<file path="config.mk">
export PLATFORM = sky130hd
export DESIGN_NAME = miller_rabin_prime_test_unit_flat
export DESIGN_NICKNAME = d
export VERILOG_FILES = /design/src/rtl/mrp_pkg.sv /design/src/rtl/mrp_if.sv /design/src/rtl/mrp_cell.sv /design/src/rtl/mrp_mulmod.sv /design/src/rtl/miller_rabin_prime_test_unit.sv /design/src/flat_wrapper.sv
export SDC_FILE = /design/constraint.sdc
export NUM_CORES = 1
export LEC_CHECK = 0
export ABC_AREA = 1
export BUFFER_PORTS_ARGS = -buffer_cell sky130_fd_sc_hd__buf_2
export CORE_ASPECT_RATIO = 0.9
export CORE_UTILIZATION = 45
export CTS_BUF_LIST = sky130_fd_sc_hd__clkbuf_4 sky130_fd_sc_hd__clkbuf_8
export DETAILED_ROUTE_END_ITERATION = 8
export GPL_ROUTABILITY_DRIVEN = 0
export PLACE_DENSITY_LB_ADDON = 0.08
export SETUP_SLACK_MARGIN = 0.3
export SYNTH_ARGS = -nofsm -noshare
export SYNTH_HDL_FRONTEND = slang
export SYNTH_HIERARCHICAL = 1
export SYNTH_SLANG_ARGS = --single-unit
</file>
<file path="constraint.sdc">
create_clock -name clock -period 60.6 [get_ports clock]
set_clock_uncertainty 0.2 [all_clocks]
set_input_delay 3.03 -clock clock [delete_from_list [all_inputs] [get_ports clock]]
set_output_delay 3.03 -clock clock [all_outputs]
set_load 0.01 [all_outputs]
</file>
<file path="src/rtl/mrp_pkg.sv">
package mrp_pkg;

   localparam int NUM_WIDTH = 64;
   localparam int CAND_WIDTH = 64;
   localparam int CNT_W = $clog2(2 * NUM_WIDTH);
   localparam int S_W = $clog2(NUM_WIDTH);
   localparam int WIT_COUNT = 7;
   localparam int WIDX_W = 3;

   typedef logic [NUM_WIDTH-1:0] num_type;

   typedef enum logic [3:0] {
      ST_IDLE,
      ST_MOD3,
      ST_MOD3_WAIT,
      ST_SPLIT,
      ST_WIT,
      ST_WIT_WAIT,
      ST_POW,
      ST_POW_MUL_WAIT,
      ST_POW_SQR_WAIT,
      ST_SQ_CHECK,
      ST_SQ_WAIT,
      ST_NEXT,
      ST_DONE
   } state_type;

   // Control that the multiplier hands to every cell of its row.
   typedef struct packed {
      logic load;
      logic step;
      logic dbl;
      logic add_x;
      logic shift;
      logic use_diff;
   } cell_ctl_type;

   function automatic num_type witness(input logic [WIDX_W-1:0] idx);
      num_type w;
      unique case (idx)
         3'd0:    w = NUM_WIDTH'(32'd2);
         3'd1:    w = NUM_WIDTH'(32'd325);
         3'd2:    w = NUM_WIDTH'(32'd9375);
         3'd3:    w = NUM_WIDTH'(32'd28178);
         3'd4:    w = NUM_WIDTH'(32'd450775);
         3'd5:    w = NUM_WIDTH'(32'd9780504);
         3'd6:    w = NUM_WIDTH'(32'd1795265022);
         default: w = NUM_WIDTH'(32'd2);
      endcase
      return w;
   endfunction

endpackage

</file>
<file path="src/rtl/mrp_if.sv">
interface mrp_req_if;
   import mrp_pkg::*;
   logic                  valid;
   logic                  ready;
   logic [CAND_WIDTH-1:0] candidate;
   modport source (output valid, output candidate, input ready);
   modport sink (input valid, input candidate, output ready);
endinterface

interface mrp_rsp_if;
   logic valid;
   logic ready;
   logic is_prime;
   modport source (output valid, output is_prime, input ready);
   modport sink (input valid, input is_prime, output ready);
endinterface

</file>
<file path="src/rtl/mrp_cell.sv">
module mrp_cell (
   input  logic                 clock,
   input  mrp_pkg::cell_ctl_type ctl,
   input  logic                 y_load,
   input  logic                 y_prev,
   input  logic                 x_bit,
   input  logic                 m_bit,
   input  logic                 carry_in,
   input  logic                 borrow_in,
   output logic                 carry_out,
   output logic                 borrow_out,
   output logic                 acc_bit,
   output logic                 y_bit
);
   import mrp_pkg::*;

   logic acc_ff, acc_in;
   logic y_ff, y_in;
   logic b_bit, s_bit, t_bit;

   // One bit slice of the modular adder: sum, then the sum less the modulus.
   assign b_bit = ctl.dbl ? acc_ff : (x_bit & ctl.add_x);
   assign s_bit = acc_ff ^ b_bit ^ carry_in;
   assign carry_out = (acc_ff & b_bit) | (acc_ff & carry_in) | (b_bit & carry_in);
   assign t_bit = s_bit ^ m_bit ^ borrow_in;
   assign borrow_out = (~s_bit & m_bit) | (~s_bit & borrow_in) | (m_bit & borrow_in);

   always_comb begin
      acc_in = acc_ff;
      y_in = y_ff;
      if (ctl.load) begin
         acc_in = 1'b0;
         y_in = y_load;
      end else if (ctl.step) begin
         acc_in = ctl.use_diff ? t_bit : s_bit;
         if (ctl.shift) begin
            y_in = y_prev;
         end
      end
   end

   always_ff @(posedge clock) begin
      acc_ff <= acc_in;
      y_ff <= y_in;
   end

   assign acc_bit = acc_ff;
   assign y_bit = y_ff;
endmodule

</file>
<file path="src/rtl/mrp_mulmod.sv">
module mrp_mulmod (
   input  logic             clock,
   input  logic             reset,
   input  logic             start,
   input  mrp_pkg::num_type x,
   input  mrp_pkg::num_type y,
   input  mrp_pkg::num_type m,
   output logic             done,
   output mrp_pkg::num_type product
);
   import mrp_pkg::*;

   num_type x_ff, x_in;
   num_type m_ff, m_in;
   logic busy_ff, busy_in;
   logic done_ff, done_in;
   logic [CNT_W-1:0] cnt_ff, cnt_in;
   cell_ctl_type ctl;
   logic [NUM_WIDTH:0] carry;
   logic [NUM_WIDTH:0] borrow;
   num_type acc;
   num_type ybits;

   assign carry[0] = 1'b0;
   assign borrow[0] = 1'b0;

   // Even steps double the accumulator, odd steps add x when the top bit
   // of y is set; the row shifts y left after each odd step.
   always_comb begin
      ctl.load = start;
      ctl.step = busy_ff;
      ctl.dbl = ~cnt_ff[0];
      ctl.add_x = ybits[NUM_WIDTH-1];
      ctl.shift = cnt_ff[0];
      ctl.use_diff = carry[NUM_WIDTH] | ~borrow[NUM_WIDTH];
   end

   for (genvar i = 0; i < NUM_WIDTH; i++) begin : g_cell
      mrp_cell u_cell (
         .clock      (clock),
         .ctl        (ctl),
         .y_load     (y[i]),
         .y_prev     ((i == 0) ? 1'b0 : ybits[(i == 0) ? 0 : i-1]),
         .x_bit      (x_ff[i]),
         .m_bit      (m_ff[i]),
         .carry_in   (carry[i]),
         .borrow_in  (borrow[i]),
         .carry_out  (carry[i+1]),
         .borrow_out (borrow[i+1]),
         .acc_bit    (acc[i]),
         .y_bit      (ybits[i])
      );
   end

   always_comb begin
      x_in = x_ff;
      m_in = m_ff;
      busy_in = busy_ff;
      done_in = 1'b0;
      cnt_in = cnt_ff;
      if (start) begin
         x_in = x;
         m_in = m;
         busy_in = 1'b1;
         cnt_in = '0;
      end else if (busy_ff) begin
         cnt_in = cnt_ff + CNT_W'(1);
         if (cnt_ff == CNT_W'(2 * NUM_WIDTH - 1)) begin
            busy_in = 1'b0;
            done_in = 1'b1;
         end
      end
   end

   always_ff @(posedge clock) begin
      if (reset) begin
         busy_ff <= 1'b0;
         done_ff <= 1'b0;
         cnt_ff <= '0;
      end else begin
         busy_ff <= busy_in;
         done_ff <= done_in;
         cnt_ff <= cnt_in;
      end
      x_ff <= x_in;
      m_ff <= m_in;
   end

   assign done = done_ff;
   assign product = acc;
endmodule

</file>
<file path="src/rtl/miller_rabin_prime_test_unit.sv">
// Deterministic Miller-Rabin test of one 64-bit candidate per item, exact for
// every value. Every modular product runs through one row of 64 bit cells
// that doubles and conditionally adds for each multiplier bit. The residue
// mod 3, the seven base reductions, the exponentiations and the squarings
// all share that row. A candidate below 2 is answered in the cycle after it
// is taken; one that is even or divisible by 3 is answered once its residue
// mod 3 is known. A full test needs at most 1 + 7 * 128 = 897 products,
// because each base takes one reduction, at most 2 * (64 - s) products for
// the power and s squarings, where s >= 1 is the count of trailing zeros of
// candidate-1. One item is in flight at a time; the next is taken once the
// result has been accepted.
module miller_rabin_prime_test_unit (
   input logic       clock,
   input logic       reset,
   mrp_req_if.sink   req,
   mrp_rsp_if.source rsp
);
   import mrp_pkg::*;

   state_type state_ff, state_in;
   num_type n_ff, n_in;
   num_type d_ff, d_in;
   num_type pacc_ff, pacc_in;
   num_type base_ff, base_in;
   num_type expo_ff, expo_in;
   logic [S_W-1:0] s_ff, s_in;
   logic [S_W-1:0] left_ff, left_in;
   logic [WIDX_W-1:0] widx_ff, widx_in;
   logic moved_ff, moved_in;
   logic result_ff, result_in;

   logic mul_start, mul_done;
   num_type mul_x, mul_y, mul_m, mul_p;
   num_type nm1, one, cand_n;

   assign one = NUM_WIDTH'(1);
   assign nm1 = n_ff - one;
   assign cand_n = req.candidate[NUM_WIDTH-1:0];

   mrp_mulmod u_mulmod (
      .clock   (clock),
      .reset   (reset),
      .start   (mul_start),
      .x       (mul_x),
      .y       (mul_y),
      .m       (mul_m),
      .done    (mul_done),
      .product (mul_p)
   );

   always_ff @(posedge clock) begin
      if (reset) begin
         state_ff <= ST_IDLE;
      end else begin
         state_ff <= state_in;
      end
      n_ff <= n_in;
      d_ff <= d_in;
      pacc_ff <= pacc_in;
      base_ff <= base_in;
      expo_ff <= expo_in;
      s_ff <= s_in;
      left_ff <= left_in;
      widx_ff <= widx_in;
      moved_ff <= moved_in;
      result_ff <= result_in;
   end

   always_comb begin
      state_in = state_ff;
      n_in = n_ff;
      d_in = d_ff;
      pacc_in = pacc_ff;
      base_in = base_ff;
      expo_in = expo_ff;
      s_in = s_ff;
      left_in = left_ff;
      widx_in = widx_ff;
      moved_in = moved_ff;
      result_in = result_ff;
      mul_start = 1'b0;
      mul_x = pacc_ff;
      mul_y = base_ff;
      mul_m = n_ff;
      req.ready = 1'b0;
      rsp.valid = 1'b0;

      unique case (state_ff)
         ST_IDLE: begin
            req.ready = 1'b1;
            if (req.valid) begin
               n_in = cand_n;
               if (cand_n[NUM_WIDTH-1:1] == '0) begin
                  result_in = 1'b0;
                  state_in = ST_DONE;
               end else begin
                  state_in = ST_MOD3;
               end
            end
         end
         ST_MOD3: begin
            // The row with x = 1 reduces y by the modulus.
            mul_start = 1'b1;
            mul_x = one;
            mul_y = n_ff;
            mul_m = NUM_WIDTH'(3);
            state_in = ST_MOD3_WAIT;
         end
         ST_MOD3_WAIT: begin
            if (mul_done) begin
               if (!n_ff[0] || mul_p == '0) begin
                  result_in = (n_ff == NUM_WIDTH'(2)) || (n_ff == NUM_WIDTH'(3));
                  state_in = ST_DONE;
               end else begin
                  d_in = nm1;
                  s_in = '0;
                  state_in = ST_SPLIT;
               end
            end
         end
         ST_SPLIT: begin
            if (!d_ff[0]) begin
               d_in = d_ff >> 1;
               s_in = s_ff + S_W'(1);
            end else begin
               widx_in = '0;
               state_in = ST_WIT;
            end
         end
         ST_WIT: begin
            mul_start = 1'b1;
            mul_x = one;
            mul_y = witness(widx_ff);
            state_in = ST_WIT_WAIT;
         end
         ST_WIT_WAIT: begin
            if (mul_done) begin
               if (mul_p == '0) begin
                  state_in = ST_NEXT;
               end else begin
                  pacc_in = one;
                  base_in = mul_p;
                  expo_in = d_ff;
                  state_in = ST_POW;
               end
            end
         end
         ST_POW: begin
            if (expo_ff == '0) begin
               left_in = s_ff;
               moved_in = 1'b0;
               state_in = ST_SQ_CHECK;
            end else if (expo_ff[0]) begin
               mul_start = 1'b1;
               state_in = ST_POW_MUL_WAIT;
            end else begin
               mul_start = 1'b1;
               mul_x = base_ff;
               state_in = ST_POW_SQR_WAIT;
            end
         end
         ST_POW_MUL_WAIT: begin
            if (mul_done) begin
               pacc_in = mul_p;
               mul_start = 1'b1;
               mul_x = base_ff;
               state_in = ST_POW_SQR_WAIT;
            end
         end
         ST_POW_SQR_WAIT: begin
            if (mul_done) begin
               base_in = mul_p;
               expo_in = expo_ff >> 1;
               state_in = ST_POW;
            end
         end
         ST_SQ_CHECK: begin
            if (pacc_ff == one || pacc_ff == nm1) begin
               // Reaching 1 after a squaring exposes a nontrivial root of 1.
               if (pacc_ff != nm1 && moved_ff) begin
                  result_in = 1'b0;
                  state_in = ST_DONE;
               end else begin
                  state_in = ST_NEXT;
               end
            end else begin
               moved_in = 1'b1;
               if (left_ff == '0) begin
                  result_in = 1'b0;
                  state_in = ST_DONE;
               end else begin
                  left_in = left_ff - S_W'(1);
                  mul_start = 1'b1;
                  mul_y = pacc_ff;
                  state_in = ST_SQ_WAIT;
               end
            end
         end
         ST_SQ_WAIT: begin
            if (mul_done) begin
               pacc_in = mul_p;
               state_in = ST_SQ_CHECK;
            end
         end
         ST_NEXT: begin
            if (widx_ff == WIDX_W'(WIT_COUNT - 1)) begin
               result_in = 1'b1;
               state_in = ST_DONE;
            end else begin
               widx_in = widx_ff + WIDX_W'(1);
               state_in = ST_WIT;
            end
         end
         ST_DONE: begin
            rsp.valid = 1'b1;
            if (rsp.ready) begin
               state_in = ST_IDLE;
            end
         end
         default: begin
            state_in = ST_IDLE;
         end
      endcase
   end

   assign rsp.is_prime = result_ff;
endmodule

</file>
<file path="src/flat_wrapper.sv">
// flat-port wrapper written by rule: the top's interface ports become plain ports
module miller_rabin_prime_test_unit_flat import mrp_pkg::*;
  (clock, reset, req_valid, req_candidate, req_ready, rsp_valid, rsp_is_prime, rsp_ready);
  mrp_req_if req_i ();
  mrp_rsp_if rsp_i ();
  input logic clock;
  input logic reset;
  input wire logic [$bits(req_i.valid)-1:0] req_valid;
  input wire logic [$bits(req_i.candidate)-1:0] req_candidate;
  output wire logic [$bits(req_i.ready)-1:0] req_ready;
  output wire logic [$bits(rsp_i.valid)-1:0] rsp_valid;
  output wire logic [$bits(rsp_i.is_prime)-1:0] rsp_is_prime;
  input wire logic [$bits(rsp_i.ready)-1:0] rsp_ready;
  assign req_i.valid = req_valid;
  assign req_i.candidate = req_candidate;
  assign req_ready = req_i.ready;
  assign rsp_valid = rsp_i.valid;
  assign rsp_is_prime = rsp_i.is_prime;
  assign rsp_i.ready = rsp_ready;
  miller_rabin_prime_test_unit u_core (.clock(clock), .reset(reset), .req(req_i), .rsp(rsp_i));
endmodule
</file>
==> results of run 1 <==
## worst max-delay path: cells and delay by family (launching register included)
kind            cells  cell delay (ns)
flops               1             1.02
buf+inv           131             8.14
compound gates      1             0.07
simple gates        5             0.98
fa+ha+maj          65            26.62
## synth_stat cells, drive strengths merged, types with 2 or more instances
| library cell | instances |
|---|---|
| nand2 | 1322 |
| inv | 882 |
| nor2 | 615 |
| edfxtp | 529 |
| nand3 | 346 |
| o21ai | 204 |
| fa | 128 |
| a21oi | 97 |
| dfxtp | 77 |
| nor4 | 75 |
| clkbuf | 74 |
| nand4 | 65 |
| a21o | 64 |
| o22ai | 64 |
| buf | 26 |
| nor3 | 20 |
| a32o | 17 |
| ha | 11 |
| xor2 | 8 |
| and2 | 7 |
| xnor3 | 6 |
| a22oi | 5 |
| dlygate4sd1 | 5 |
| xnor2 | 5 |
| a22o | 3 |
| nand3b | 3 |
| o2111ai | 3 |
| or2 | 3 |
| a2111oi | 2 |
| a211oi | 2 |
| o211ai | 2 |
## worst min-delay path by stage
stage,end,slack (ns),depth (start not counted)
finish,u_core/u_mulmod/cnt_ff[2]$_SDFFE_PP0P_,0.29,2
global route,u_core/u_mulmod/cnt_ff[2]$_SDFFE_PP0P_,0.31,2
CTS,u_core/u_mulmod/cnt_ff[2]$_SDFFE_PP0P_,0.29,2
detailed placement,u_core/u_mulmod/cnt_ff[2]$_SDFFE_PP0P_,0.28,2
global placement,u_core/u_mulmod/cnt_ff[5]$_SDFFE_PP0P_,0.27,2
floorplan,u_core/u_mulmod/cnt_ff[2]$_SDFFE_PP0P_,0.25,2
## routing by layer
layer  routed length (µm)  GRT usage (%)
met1                56500           43.9
met2                54200           45.4
met3                12400           6.09
met4                 4010           9.80
met5                    0              0
## power by group
part | internal [µW] | total (µW) | switching (µW) | leakage [µW]
registers | 653 | 774 | 121 | 0.00540
logic | 446 | 1270 | 820 | 0.0116
clock network | 234 | 416 | 182 | 0.00126
## flip-flops by register name, summed over array words and instances (netlist names)
name	flops
u_core/base_ff	64
u_core/d_ff	64
u_core/expo_ff	64
u_core/left_ff	6
u_core/moved_ff	1
u_core/n_ff	64
u_core/pacc_ff	64
u_core/rsp.is_prime	1
u_core/s_ff	6
u_core/state_ff	4
u_core/u_mulmod/busy_ff	1
u_core/u_mulmod/cnt_ff	7
u_core/u_mulmod/done	1
u_core/u_mulmod/g_cell.u_cell/acc_bit	64
u_core/u_mulmod/g_cell.u_cell/y_bit	64
u_core/u_mulmod/m_ff	64
u_core/u_mulmod/x_ff	64
u_core/widx_ff	3
## logic make-up (layout without fill, tap and decap cells)
logic type                 Yosys count  after routing  synth area share, %
DFF                                606            606                 46.9
other                                1              9               0.0101
adders and majority gates          139            139                 7.26
buffers and inverters              987           1194                 10.3
and+or+nand+nor                   2458           2458                 27.6
xor gates and xnor gates            19             19                0.670
AOI/OAI and AO/OA                  465            465                 7.29
## through the flow
| step | cell area (µm²) | hold WS [ns] | worst slack (ns) | total power (µW) |
|---|---|---|---|---|
| after floorplan | 37200 | 0.252 | 22.22 | 1820 |
| after global placement | 38800 | 0.267 | 23.50 | 2020 |
| after detailed placement | 38800 | 0.277 | 23.17 | 2050 |
| after CTS | 41100 | 0.287 | 23.22 | 2470 |
| after global routing | 41100 | 0.310 | 20.92 | 2700 |
| final | 41100 | 0.289 | 23.41 | 2460 |
## final cells by class
class	instances	area (µm²)	share of cell area (%)
Sequential cell	606	17400	42.4
Multi-Input combinational cell	3084	16000	39.0
Inverter	882	3310	8.06
Clock buffer	179	2180	5.30
Tap cell	1060	1330	3.22
Timing Repair Buffer	110	663	1.61
Clock inverter	23	159	0.386
Antenna cell	6	15.0	0.0365
==> results.json, run 1 <==
{
  "dr.pass1.iters": 6,
  "synth_enable_flop_cells": 529,
  "cp_common_cell": "inv_1",
  "fp.dieH_um": 275,
  "peakVddDrop_v": 0.0000746,
  "endpoint": "u_core/u_mulmod/g_cell[26].u_cell/acc_bit$_SDFFE_PP0P_",
  "overflow": 0,
  "r2r-end": "u_core/u_mulmod/g_cell[26].u_cell/acc_bit$_SDFFE_PP0P_",
  "required_ns": 61.02,
  "layout_commonest_cell": "nand2_1",
  "wire_per_inst_um": 21.4,
  "worst_path_largest_cell_delay_ns": 1.02,
  "synth_cell_types": 49,
  "max_slew_margin_pct": 12.7,
  "route.detailed.drc": 0,
  "start_util_pct": 45.7,
  "final-setup-viol-count": 0,
  "clock_sinks": 606,
  "final_net_count": 4998,
  "grt_max_degree": 185,
  "cts-root-buf": "clkbuf_8",
  "area_growth_pct": 10.6,
  "core-area_um2": 81400,
  "yosys.area.top_type": "edfxtp_1",
  "drive_above_1_share_pct": 7.62,
  "postRouteAntennaNets": 0,
  "outcome": "finished clean",
  "cts_buffers": 107,
  "tns_ns": 0,
  "critPathSlowestCell": "dfxtp_4",
  "rows": 99,
  "die_area_um2": 83800,
  "ys.flop_type": "edfxtp_1",
  "synth-seq-cells": 606,
  "p_leak_uw": 0.0183,
  "drtIter0Drc": 3726,
  "ys_top_cells_by_area": "edfxtp_1 43%, nand2_1 13%, inv_1 8.8%, fa_1 6.9%, nor2_1 6.0%",
  "regToRegSetupSlack_ns": 23.41,
  "clkTransAtPathRegs_ns": 0.06,
  "fillCellCount": 7995,
  "hold_path.class": "reg2reg",
  "crit_start": "u_core/u_mulmod/cnt_ff[0]$_SDFFE_PP0P_",
  "slew_viol_final": 0,
  "final_cells": 5950,
  "route.detailed.vias_per_inst": 5.44,
  "portBuffers": 70,
  "crit_fanout": 80,
  "critPathLaunchType": "flop",
  "netlist_instances": 4675,
  "cts-hold-fix-buffers": 0,
  "crit_type": "reg2reg",
  "p_per_area_nw_per_um2": 59.7,
  "fmax_mhz": 26.9,
  "grt_pass1_wl_um": 190000,
  "yosysSeqAreaShare_pct": 46.9,
  "antenna_found_initial": 1,
  "worst_pin_slew_ns": 1.30,
  "worstReg2RegStart": "u_core/u_mulmod/cnt_ff[0]$_SDFFE_PP0P_",
  "grt_pass1_vias": 30200,
  "via_count": 32300,
  "cts_resized": 0,
  "cts_setup_buffers": 0,
  "hp-start": "u_core/u_mulmod/cnt_ff[2]$_SDFFE_PP0P_",
  "dp_cells": 5742,
  "finalHoldViolCount": 0,
  "clockBufferDepth": 3,
  "synth_top_area_share_pct": 42.7,
  "fp.dieW_um": 305,
  "arrival_ns": 37.61,
  "wl_um": 127000,
  "clk_latency_ns": 0.76,
  "async_flop_share_pct": 0,
  "min_period_ns": 37.19,
  "maxCapViolations": 0,
  "htreeDepth": 3,
  "post-route-period-util_pct": 61.4,
  "end_kind": "flop",
  "ios": 71,
  "groute.usage.overall_pct": 30.3,
  "layout_common_cells": "1,309 x nand2_1, 874 x inv_1, 582 x nor2_1",
  "syn_area_um2": 37200,
  "utilization_pct": 50.5,
  "rsz0062_at_grt": "no",
  "reg2regPathDepth": 202,
  "cts_tree": "yes",
  "yosys_warnings": 6,
  "dp_hpwl_um": 90100,
  "syn_area_per_cell_um2": 7.95
}
Note: power is estimated with default switching activity, not from simulation.
==> inputs of run 2 (changes only) <==
==> constraint.sdc (replaced) <==
create_clock -name clock -period 37.4 [get_ports clock]
set_clock_uncertainty 0.2 [all_clocks]
set_input_delay 1.87 -clock clock [delete_from_list [all_inputs] [get_ports clock]]
set_output_delay 1.87 -clock clock [all_outputs]
set_load 0.01 [all_outputs]
==> results.json, run 2 (synthesized netlist as in run 1, its figures left out) <==
{
  "postRouteAntennaNets": 0,
  "p_per_area_nw_per_um2": 104,
  "fp.dieW_um": 305,
  "post-route-period-util_pct": 93.5,
  "seqCellArea_um2": 17400,
  "ios": 71,
  "whs_ns": 0.291,
  "dp_hpwl_um": 89000,
  "cts_tree": "yes",
  "groute.usage.overall_pct": 29.7,
  "crit_type": "reg2reg",
  "arrival_ns": 35.41,
  "fmax_mhz": 28.6,
  "cts-root-buf": "clkbuf_8",
  "final-setup-viol-count": 0,
  "tns_ns": 0,
  "fin_ws_ns": 2.43,
  "finalHoldViolCount": 0,
  "hold_path.class": "reg2reg",
  "drtIter0Drc": 3941,
  "clockBufferDepth": 3,
  "antenna_found_initial": 2,
  "fillCellCount": 8010,
  "route.detailed.vias_per_inst": 5.46,
  "htreeDepth": 3,
  "hold-path-cell-count": 2,
  "wl_um": 130000,
  "clkTransAtPathRegs_ns": 0.07,
  "max_slew_margin_pct": 21.1,
  "worst_path_largest_cell_delay_ns": 0.49,
  "dr.pass1.iters": 6,
  "peakVddDrop_v": 0.0000981,
  "dp_cells": 5739,
  "grt_max_degree": 171,
  "dpl_worst_slack_ns": 1.23,
  "area_growth_pct": 11.7,
  "grt_pass1_vias": 29900,
  "end_kind": "flop",
  "regToRegSetupSlack_ns": 2.43,
  "cp_common_cell": "inv_1",
  "slew_viol_final": 0,
  "drive_above_1_share_pct": 8.13,
  "final_cells": 5968,
  "die_area_um2": 83800,
  "clock_sinks": 606,
  "required_ns": 37.84,
  "portBuffers": 70,
  "rows": 99,
  "maxCapViolations": 0,
  "route.detailed.drc": 0,
  "via_count": 32600,
  "outcome": "finished clean",
  "grt_pass1_wl_um": 188000,
  "cts_buffers": 106,
  "layout_common_cells": "1,308 x nand2_1, 874 x inv_1, 581 x nor2_1",
  "overflow": 0,
  "layout_commonest_cell": "nand2_1",
  "worst_pin_slew_ns": 1.17,
  "wire_per_inst_um": 21.8,
  "fp.dieH_um": 275,
  "rsz0062_at_grt": "no",
  "min_period_ns": 34.97,
  "reg2regPathDepth": 202,
  "core-area_um2": 81400,
  "critPathLaunchType": "flop",
  "critPathSlowestCell": "fa_1",
  "p_leak_uw": 0.0184,
  "final_net_count": 5021,
  "multi_input_area_um2": 16100,
  "clk_latency_ns": 0.77,
  "start_util_pct": 45.7,
  "crit_fanout": 8
}
==> run 2: cell types whose count changed in the layout (fill, tap and decap cells not counted), moves of 3 or more <==
| cell | previous run | this run |
|---|---|---|
| clkbuf_4 | 45 | 34 |
| fa_1 | 128 | 119 |
| fa_2 | 0 | 9 |
| clkinv_1 | 7 | 14 |
| clkbuf_16 | 0 | 6 |
| buf_6 | 0 | 5 |
| clkbuf_8 | 134 | 130 |
| buf_12 | 1 | 4 |
| diode_2 | 6 | 3 |
==> run 2: final timing paths <==
path,to,start
min,u_core/u_mulmod/cnt_ff[5]$_SDFFE_PP0P_,u_core/u_mulmod/cnt_ff[5]$_SDFFE_PP0P_
min reg2reg,u_core/u_mulmod/cnt_ff[5]$_SDFFE_PP0P_,u_core/u_mulmod/cnt_ff[5]$_SDFFE_PP0P_
max,u_core/u_mulmod/g_cell[29].u_cell/acc_bit$_SDFFE_PP0P_,u_core/u_mulmod/cnt_ff[0]$_SDFFE_PP0P_
max reg2reg,u_core/u_mulmod/g_cell[29].u_cell/acc_bit$_SDFFE_PP0P_,u_core/u_mulmod/cnt_ff[0]$_SDFFE_PP0P_
==> run 2: metal layers <==
metal / track usage [%] / vias to the layer above / routed length [µm]
met5: 0 / - / 0
met4: 8.41 / 0 / 3500
met3: 6.12 / 216 / 13300
met2: 45.0 / 1544 / 56300
met1: 43.0 / 15600 / 57100
li1: - / 15300 / -
==> run 2: report_power, final <==
group	total [µW]	leakage, µW	switching, µW	internal (µW)
Sequential	1240	0.00540	185	1060
Clock	666	0.00121	299	368
Combinational	2410	0.0118	1540	874
==> run 2: timing repair <==
item                                    CTS  global route
resized for setup                         0            26
endpoints found under the setup margin    0            64
buffers inserted                          0            10
hold buffers                              0             0
==> run 2: through the flow <==
step | instance area [µm²] | utilization, % | power (µW)
floorplan | 37200 | - | 2920
global placement | 38800 | 47.7 | 3270
detailed placement | 38800 | 47.7 | 3330
CTS | 41100 | 50.5 | 4000
global route | 41500 | 51.0 | 4700
finish | 41500 | 51.1 | 4320
==> run 2: area by class of cell <==
class                      count  area share, %
inverter                     882           8.00
antenna                        3         0.0181
multi-input combinational   3087           38.8
sequential                   606           42.0
clock inverter                35          0.578
timing repair buffer         129           2.46
clock buffer                 164           4.92
timing repair inverter         2         0.0422
tap                         1060           3.19
==> run 2: critical path: cells and delay by family, from the launching register on <==
family / cells / cell delay [ns]
fa+ha+maj: 65 / 26.25
buf+inv: 131 / 7.54
simple gates: 5 / 0.47
compound gates: 1 / 0.06
flops: 1 / 0.40
